==> config.mk <==
export PLATFORM = sky130hd
export DESIGN_NAME = odd_even_route_directions
export DESIGN_NICKNAME = d
export VERILOG_FILES = /design/src/sv/oerd_pkg.sv /design/src/sv/oerd_flags.sv /design/src/sv/odd_even_route_directions.sv
export SDC_FILE = /design/constraint.sdc
export NUM_CORES = 1
export LEC_CHECK = 0
export CAP_MARGIN = 0
export CORE_MARGIN = 8
export CORE_UTILIZATION = 41
export DETAILED_ROUTE_END_ITERATION = 10
export DONT_BUFFER_PORTS = 1
export GPL_TIMING_DRIVEN = 0
export RECOVER_POWER = 25
export SLEW_MARGIN = 20
export SYNTH_ARGS = -nofsm -noshare
export SYNTH_HDL_FRONTEND = slang
export SYNTH_SLANG_ARGS = --single-unit
==> constraint.sdc <==
create_clock -name clock -period 2.7 [get_ports clock]
set_clock_uncertainty 0.05 [all_clocks]
set_input_delay 0.135 -clock clock [delete_from_list [all_inputs] [get_ports clock]]
set_output_delay 0.135 -clock clock [all_outputs]
set_load 0.01 [all_outputs]
==> src/sv/oerd_pkg.sv <==
// ----------------------------------------------------------------------------
// Odd-even route directions package
// Shared payload types, direction codes and coordinate clamps for the
// odd-even turn-model route computation.
// ----------------------------------------------------------------------------
package oerd_pkg;

   // Mesh size limits. Coordinates at or above a limit saturate to its last index.
   localparam int unsigned MAX_COLUMNS = 16;
   localparam int unsigned MAX_ROWS    = 16;
   localparam int unsigned MAX_LAYERS  = 4;

   // Bit positions of the direction flags.
   localparam int unsigned DIR_NORTH = 0;
   localparam int unsigned DIR_EAST  = 1;
   localparam int unsigned DIR_SOUTH = 2;
   localparam int unsigned DIR_WEST  = 3;
   localparam int unsigned DIR_UP    = 4;
   localparam int unsigned DIR_DOWN  = 5;
   localparam int unsigned NUM_DIRS  = 6;

   // Previous hop codes.
   localparam logic [2:0] PREV_NORTH = 3'd0;
   localparam logic [2:0] PREV_EAST  = 3'd1;

   // Input item.
   typedef struct packed {
      logic [3:0] src_x;
      logic [3:0] src_y;
      logic [1:0] src_z;
      logic [3:0] cur_x;
      logic [3:0] cur_y;
      logic [1:0] cur_z;
      logic [3:0] dst_x;
      logic [3:0] dst_y;
      logic [1:0] dst_z;
      logic [2:0] last_hop;
   } req_type;

   // Result item.
   typedef struct packed {
      logic       allow_north;
      logic       allow_east;
      logic       allow_south;
      logic       allow_west;
      logic       allow_up;
      logic       allow_down;
      logic [1:0] legal_count;
   } rsp_type;

   // Decoded offsets and parities that the flag logic works from.
   typedef struct packed {
      logic dx_zero;
      logic dx_pos;
      logic dx_gt1;
      logic dy_zero;
      logic dy_pos;
      logic dy_gt1;
      logic dz_zero;
      logic dz_pos;
      logic cx_odd;
      logic cy_odd;
      logic tx_odd;
      logic ty_odd;
      logic cx_eq_sx;
      logic cy_eq_sy;
      logic prev_east;
      logic prev_north;
   } cond_type;

   // Saturate a column to the last column of the mesh.
   function automatic logic [3:0] clamp_col(input logic [3:0] v);
      logic [3:0] r;
      r = v;
      if (32'(v) >= MAX_COLUMNS) begin
         r = 4'(MAX_COLUMNS - 1);
      end
      return r;
   endfunction

   // Saturate a row to the last row of the mesh.
   function automatic logic [3:0] clamp_row(input logic [3:0] v);
      logic [3:0] r;
      r = v;
      if (32'(v) >= MAX_ROWS) begin
         r = 4'(MAX_ROWS - 1);
      end
      return r;
   endfunction

   // Saturate a layer to the last layer of the mesh.
   function automatic logic [1:0] clamp_layer(input logic [1:0] v);
      logic [1:0] r;
      r = v;
      if (32'(v) >= MAX_LAYERS) begin
         r = 2'(MAX_LAYERS - 1);
      end
      return r;
   endfunction

endpackage

==> src/sv/oerd_flags.sv <==
// ----------------------------------------------------------------------------
// Odd-even direction flags
// Turns decoded offsets and parities into the set of legal output directions
// under the odd-even turn rules, in 2D or 3D mode.
// ----------------------------------------------------------------------------
module oerd_flags
   import oerd_pkg::*;
(
   input  cond_type              cond,
   input  logic                  mode_3d,
   output logic [NUM_DIRS-1:0]   flags
);

   // Routing in the y-z plane, with the row parity playing the column's role.
   function automatic logic [NUM_DIRS-1:0] route_yz(input cond_type c,
                                                    input logic at_dst_x);
      logic [NUM_DIRS-1:0] f;
      f = '0;
      if (c.dy_zero) begin
         if (!c.dz_zero) begin
            if (c.dz_pos) begin
               f[DIR_UP] = 1'b1;
            end else begin
               f[DIR_DOWN] = 1'b1;
            end
         end else if (at_dst_x) begin
            f[DIR_DOWN] = 1'b1;
         end
      end else if (c.dy_pos) begin
         if (c.dz_zero) begin
            f[DIR_NORTH] = 1'b1;
         end else begin
            if (c.cy_odd || c.cy_eq_sy || !c.prev_north) begin
               if (c.dz_pos) begin
                  f[DIR_UP] = 1'b1;
               end else begin
                  f[DIR_DOWN] = 1'b1;
               end
            end
            if (c.ty_odd || c.dy_gt1) begin
               f[DIR_NORTH] = 1'b1;
            end
         end
      end else begin
         f[DIR_SOUTH] = 1'b1;
         if (!c.cy_odd && !c.dz_zero) begin
            if (c.dz_pos) begin
               f[DIR_UP] = 1'b1;
            end else begin
               f[DIR_DOWN] = 1'b1;
            end
         end
      end
      return f;
   endfunction

   logic turn_ok;
   logic dx_neg;

   // A turn off the eastbound axis is allowed in odd columns, at the source
   // column, or when the packet did not arrive heading east.
   assign turn_ok = cond.cx_odd || cond.cx_eq_sx || !cond.prev_east;
   assign dx_neg  = !cond.dx_zero && !cond.dx_pos;

   // Flag selection for both modes.
   always_comb begin
      flags = '0;
      if (!mode_3d) begin
         if (cond.dx_zero) begin
            if (cond.dy_pos) begin
               flags[DIR_NORTH] = 1'b1;
            end else begin
               flags[DIR_SOUTH] = 1'b1;
            end
         end else if (cond.dx_pos) begin
            if (cond.dy_zero) begin
               flags[DIR_EAST] = 1'b1;
            end else begin
               if (turn_ok) begin
                  if (cond.dy_pos) begin
                     flags[DIR_NORTH] = 1'b1;
                  end else begin
                     flags[DIR_SOUTH] = 1'b1;
                  end
               end
               if (cond.tx_odd || cond.dx_gt1) begin
                  flags[DIR_EAST] = 1'b1;
               end
            end
         end else begin
            flags[DIR_WEST] = 1'b1;
            if (!cond.cx_odd && !cond.dy_zero) begin
               if (cond.dy_pos) begin
                  flags[DIR_NORTH] = 1'b1;
               end else begin
                  flags[DIR_SOUTH] = 1'b1;
               end
            end
         end
      end else begin
         if (cond.dx_pos) begin
            if (cond.dy_zero && cond.dz_zero) begin
               flags[DIR_EAST] = 1'b1;
            end else begin
               if (cond.tx_odd || cond.dx_gt1) begin
                  flags[DIR_EAST] = 1'b1;
               end
               if (turn_ok) begin
                  flags = flags | route_yz(cond, 1'b0);
               end
            end
         end else if (dx_neg) begin
            flags[DIR_WEST] = 1'b1;
            if (!cond.cx_odd) begin
               flags = flags | route_yz(cond, 1'b0);
            end
         end else begin
            flags = route_yz(cond, 1'b1);
         end
      end
   end

endmodule

==> src/sv/odd_even_route_directions.sv <==
// ----------------------------------------------------------------------------
// Odd-even route directions
// Route computation for a mesh network-on-chip router under the odd-even
// turn model, in 2D or 3D mode.
// ----------------------------------------------------------------------------
// The block takes one item per clock cycle unless the output stalls. The three
// register stages are coordinate decode (clamping, offsets, parities), flag
// selection, and the output register with the flag count. When the output is
// stalled the whole pipeline holds and req_stall is raised; nothing is dropped
// or repeated. The mode register is written through the csr_ port, which is
// always ready, and must only change while no item is in flight.
module odd_even_route_directions
   import oerd_pkg::*;
(
   input  logic    clock,
   input  logic    reset,
   input  logic    req_valid,
   output logic    req_stall,
   input  req_type req_payload,
   output logic    rsp_valid,
   input  logic    rsp_stall,
   output rsp_type rsp_payload,
   input  logic    csr_valid,
   output logic    csr_ready,
   input  logic    csr_data
);

   logic                  mode_3d_ff;
   logic                  advance;

   logic                  s1_valid_ff;
   cond_type              s1_cond_ff;
   cond_type              s1_cond_in;

   logic                  s2_valid_ff;
   logic [NUM_DIRS-1:0]   s2_flags_ff;
   logic [NUM_DIRS-1:0]   s2_flags_in;

   logic                  rsp_valid_ff;
   rsp_type               rsp_payload_ff;
   rsp_type               rsp_payload_in;

   logic [3:0]            sx, sy, cx, cy, tx, ty;
   logic [1:0]            cz, tz;
   logic signed [4:0]     dx, dy;
   logic signed [2:0]     dz;
   logic [2:0]            flag_sum;

   // Mode register, written whenever the csr port presents an item.
   assign csr_ready = 1'b1;

   always_ff @(posedge clock) begin
      if (reset) begin
         mode_3d_ff <= 1'b0;
      end else if (csr_valid && csr_ready) begin
         mode_3d_ff <= csr_data;
      end
   end

   // The pipeline moves as one unless a finished result is held by the output.
   assign advance   = !rsp_valid_ff || !rsp_stall;
   assign req_stall = !advance;

   // Stage one: clamp the coordinates and decode offsets and parities.
   always_comb begin
      sx = clamp_col(req_payload.src_x);
      sy = clamp_row(req_payload.src_y);
      cx = clamp_col(req_payload.cur_x);
      cy = clamp_row(req_payload.cur_y);
      cz = clamp_layer(req_payload.cur_z);
      tx = clamp_col(req_payload.dst_x);
      ty = clamp_row(req_payload.dst_y);
      tz = clamp_layer(req_payload.dst_z);
      dx = $signed({1'b0, tx}) - $signed({1'b0, cx});
      dy = $signed({1'b0, ty}) - $signed({1'b0, cy});
      dz = $signed({1'b0, tz}) - $signed({1'b0, cz});

      s1_cond_in.dx_zero    = (dx == 5'sd0);
      s1_cond_in.dx_pos     = !dx[4] && (dx != 5'sd0);
      s1_cond_in.dx_gt1     = !dx[4] && (dx != 5'sd0) && (dx != 5'sd1);
      s1_cond_in.dy_zero    = (dy == 5'sd0);
      s1_cond_in.dy_pos     = !dy[4] && (dy != 5'sd0);
      s1_cond_in.dy_gt1     = !dy[4] && (dy != 5'sd0) && (dy != 5'sd1);
      s1_cond_in.dz_zero    = (dz == 3'sd0);
      s1_cond_in.dz_pos     = !dz[2] && (dz != 3'sd0);
      s1_cond_in.cx_odd     = cx[0];
      s1_cond_in.cy_odd     = cy[0];
      s1_cond_in.tx_odd     = tx[0];
      s1_cond_in.ty_odd     = ty[0];
      s1_cond_in.cx_eq_sx   = (cx == sx);
      s1_cond_in.cy_eq_sy   = (cy == sy);
      s1_cond_in.prev_east  = (req_payload.last_hop == PREV_EAST);
      s1_cond_in.prev_north = (req_payload.last_hop == PREV_NORTH);
   end

   // Stage two: select the legal directions.
   oerd_flags u_flags (
      .cond    (s1_cond_ff),
      .mode_3d (mode_3d_ff),
      .flags   (s2_flags_in)
   );

   // Stage three: count the flags and form the result item.
   always_comb begin
      flag_sum = 3'($countones(s2_flags_ff));
      rsp_payload_in.allow_north = s2_flags_ff[DIR_NORTH];
      rsp_payload_in.allow_east  = s2_flags_ff[DIR_EAST];
      rsp_payload_in.allow_south = s2_flags_ff[DIR_SOUTH];
      rsp_payload_in.allow_west  = s2_flags_ff[DIR_WEST];
      rsp_payload_in.allow_up    = s2_flags_ff[DIR_UP];
      rsp_payload_in.allow_down  = s2_flags_ff[DIR_DOWN];
      rsp_payload_in.legal_count = flag_sum[1:0];
   end

   // Valid bits of the three stages.
   always_ff @(posedge clock) begin
      if (reset) begin
         s1_valid_ff  <= 1'b0;
         s2_valid_ff  <= 1'b0;
         rsp_valid_ff <= 1'b0;
      end else if (advance) begin
         s1_valid_ff  <= req_valid;
         s2_valid_ff  <= s1_valid_ff;
         rsp_valid_ff <= s2_valid_ff;
      end
   end

   // Stage data, held together with the valid bits on a stall.
   always_ff @(posedge clock) begin
      if (advance) begin
         s1_cond_ff     <= s1_cond_in;
         s2_flags_ff    <= s2_flags_in;
         rsp_payload_ff <= rsp_payload_in;
      end
   end

   assign rsp_valid   = rsp_valid_ff;
   assign rsp_payload = rsp_payload_ff;

endmodule

==> flow_metrics.py <==
metrics = {
    "grt": {
        "number_of_global_route_vias_before_repair": 1160,
        "grt_pass1_wl_um": 5043,
        "initial_antenna_violation_count": 0,
        "grtUsageTotal_pct": 9.854,
        "total_grt_overflow": 0,
        "grt_max_degree": 34,
    },
    "cells_and_area": {
        "fin_area_um2": 2037,
        "layout-drive-gt1-share_pct": 7.229,
        "syn_to_final_growth_pct": 14.89,
        "nNetsFinal": 220,
        "ant_cells": 0,
    },
    "detailed_routing": {
        "drt-vias-per-instance": 5.023,
        "detail_route.first_pass.iterations": 4,
        "number_of_nets_with_antenna_violations_after_routing": 0,
        "route.final.wire_length_um": 3048,
        "remaining_drc_errors": 0,
        "via_count": 1095,
        "routedWlPerCell_um": 13.98,
        "detailedRoute.firstIterationViolations": 49,
    },
    "sta": {
        "finalCritPeriodShare_pct": 84.82,
        "maxClockFrequency_mhz": 436.7,
        "number_of_max_slew_violations_in_the_final_report": 0,
        "timing.max_slew.rel_slack_pct": 52.26,
        "rsz0062_at_grt": "false",
        "max_slew.worst_pin.slew_ns": 0.7136,
        "setup_violations": 0,
        "fin_crit_ns": 2.290,
        "final_critical_path_setup_slack_ns": 0.4099,
        "setup_tns_ns": 0,
        "timing.final.hold_violations": 0,
    },
    "hold_path": {
        "whs_endpoint": "s1_cond_ff[2]$_DFFE_PN_",
        "worstHoldPathCells": 2,
        "min_from": "req_payload[17]",
        "worstHoldPathType": "primary input to flip-flop",
    },
    "synthesis": {
        "synth_enable_flop_cells": 30,
        "synth_fp_nets": 201,
        "ys_warns": 0,
        "yosysMostFrequentCell": "sky130_fd_sc_hd__edfxtp_1",
        "ys.flop_type": "sky130_fd_sc_hd__edfxtp_1",
        "number_of_storage_elements_in_the_synthesis_netlist": 34,
        "post_synth_inst_count": 147,
        "async_flop_share_pct": 0,
        "synthesis.area_um2": 1773,
        "post_synth.cell_area_avg_um2": 12.06,
        "netlist_top_cells_area": "sky130_fd_sc_hd__edfxtp_1, sky130_fd_sc_hd__ha_1, sky130_fd_sc_hd__fa_1",
        "post_synth_most_frequent_cells": "sky130_fd_sc_hd__edfxtp_1, sky130_fd_sc_hd__inv_1, sky130_fd_sc_hd__nand2_1, sky130_fd_sc_hd__xor2_1, sky130_fd_sc_hd__ha_1",
        "synth_area_leader_cell": "sky130_fd_sc_hd__edfxtp_1",
        "synth_largest_type_area_fraction_pct": 50.81,
        "synth-seq-area-share_pct": 55.33,
        "netlist-cell-type-count": 32,
    },
    "setup_path": {
        "worstSetupPathType": "flip-flop to flip-flop",
        "ff2ff_setup_slack_ns": 0.41,
        "startpoint_type": "flip-flop",
        "critical_path_sink_type": "flip-flop",
        "crit_arrival_ns": 2.27,
        "crit_required_ns": 2.68,
        "startpoint": "s2_flags_ff[0]$_DFFE_PN_",
        "worstReg2RegEnd": "rsp_payload[1]$_DFFE_PN_",
        "origin_of_the_critical_flop_to_flop_path": "s2_flags_ff[0]$_DFFE_PN_",
        "rr_worst_depth": 7,
        "highest_fanout_seen_on_the_critical_path": 2,
    },
    "clocking": {
        "ctsHtreeMaxLevel": 2,
        "cts.root.buffer_cell": "sky130_fd_sc_hd__clkbuf_8",
        "cts_inserted_buffers": 5,
        "path_clk_slew_ns": 0.06,
        "tritoncts": "done",
        "clock_sink_count": 34,
        "clk-insertion-delay-late_ns": 0.27,
        "post_cts_buffers": 0,
        "cts_max_path_buffers": 2,
    },
    "placement": {
        "placement.setup.worst_slack_ns": 0.4102,
        "routabilityCongestion": 0.7593,
        "dp_hpwl_um": 2361,
        "placement.cell_area_um2": 1841,
        "buffer_ports.inserted": 0,
    },
    "floorplan": {
        "die-width_um": 81.76,
        "design.core.area_um2": 4264,
        "die_area_um2": 6685,
        "top_level_ports": 50,
        "start_util_pct": 41.58,
        "num_rows": 24,
        "die-height_um": 81.76,
    },
    "status": {
        "result_of_the_run": "complete, no violations",
    },
    "pwr": {
        "power-per-cell-area_nw_per_um2": 613.6,
        "peakVddDrop_uv": 169.2,
        "leakagePower_uw": 0.0008589,
    },
    "job": {
        "reported_max_cap_violation_count": 0,
    },
}
[metal layers]
layer  GRT usage [%]  share of wire (%)  vias to the layer above
li1                -                  -                      542
met1           8.916                 37                      518
met2           18.55                 56                       33
met3           4.267                5.7                        2
met4           4.211               0.89                        0
met5               0                  0                        -
[worst max-delay path by stage]
stage                                     to  slack, ns  cells past startpoint
floorplan           rsp_payload[1]$_DFFE_PN_       0.49                      7
global placement    rsp_payload[1]$_DFFE_PN_       0.44                      7
detailed placement  rsp_payload[1]$_DFFE_PN_       0.41                      7
CTS                 rsp_payload[1]$_DFFE_PN_       0.39                      7
global route        rsp_payload[1]$_DFFE_PN_       0.32                      7
finish              rsp_payload[1]$_DFFE_PN_       0.41                      7
[cell usage in the layout, fill, tap and decap left out, types with 3 or more instances in the layout]
master	n
sky130_fd_sc_hd__edfxtp_1	30
sky130_fd_sc_hd__inv_1	21
sky130_fd_sc_hd__nand2_1	13
sky130_fd_sc_hd__dlygate4sd3_1	12
sky130_fd_sc_hd__xor2_1	11
sky130_fd_sc_hd__ha_1	10
sky130_fd_sc_hd__nor2_1	9
sky130_fd_sc_hd__a21oi_1	9
sky130_fd_sc_hd__fa_1	5
sky130_fd_sc_hd__clkbuf_8	5
sky130_fd_sc_hd__dfxtp_1	4
sky130_fd_sc_hd__xnor2_1	3
sky130_fd_sc_hd__nor4_1	3
[cell families after synthesis]
| logic type | share of synthesized area (%) |
|---|---|
| AND/OR/NAND/NOR | 12.56 |
| flip-flops | 55.33 |
| buffers and inverters | 4.870 |
| AO/OA/AOI/OAI | 6.281 |
| adder cells (fa/ha/maj) | 12.70 |
| XOR/XNOR | 6.916 |
| multiplexers | 1.129 |
| other | 0.2115 |
[metrics by stage]
| step | std cells | util, % | total power [uW] | hold WS [ns] |
|---|---|---|---|---|
| floorplan | 147 | - | 869.8 | 0.1541 |
| global placement | 199 | 43.10 | 901.4 | 0.1556 |
| detailed placement | 199 | 43.16 | 916.1 | 0.1575 |
| CTS | 218 | 47.77 | 1273 | 0.1318 |
| global route | 218 | 47.77 | 1337 | 0.1335 |
| finish | 218 | 47.77 | 1250 | 0.1391 |
[where the power goes]
group | switching (uW) | internal [uW] | total, uW
clock network | 157 | 177 | 334
registers | 50.7 | 664 | 715
logic | 102 | 99.5 | 201
total | 309 | 941 | 1250
[flip-flops by register name, summed over array words and instances (netlist names)]
name,cells
rsp_valid,1
mode_3d_ff,1
s2_valid_ff,1
s1_cond_ff,16
s1_valid_ff,1
rsp_payload,8
s2_flags_ff,6
[repair_timing]
| item | 4_1_cts | 5_1_grt |
|---|---|---|
| resized for setup | 0 | 0 |
| hold buffers | 12 | 0 |
| hold endpoints to repair | 10 | 0 |
| setup endpoints to repair | 0 | 0 |
[critical path: stages (launching register included)]
cell                       delay [ns]
sky130_fd_sc_hd__edfxtp_1        0.42
sky130_fd_sc_hd__fa_1            0.56
sky130_fd_sc_hd__inv_1           0.05
sky130_fd_sc_hd__fa_1            0.47
sky130_fd_sc_hd__inv_1           0.05
sky130_fd_sc_hd__ha_1            0.18
sky130_fd_sc_hd__xor2_1          0.15
sky130_fd_sc_hd__xnor2_1         0.12
[final cells by class]
cell class,instances,area [um2]
plain buffers,1,7.507
clock buffers,7,76.32
fillers,392,2227
inverters,21,78.83
multi-input cells,91,708.2
flip-flops and latches,34,980.9
well taps,52,65.06
repair buffers,12,120.1
No activity file was read; power rests on OpenSTA's default activity.
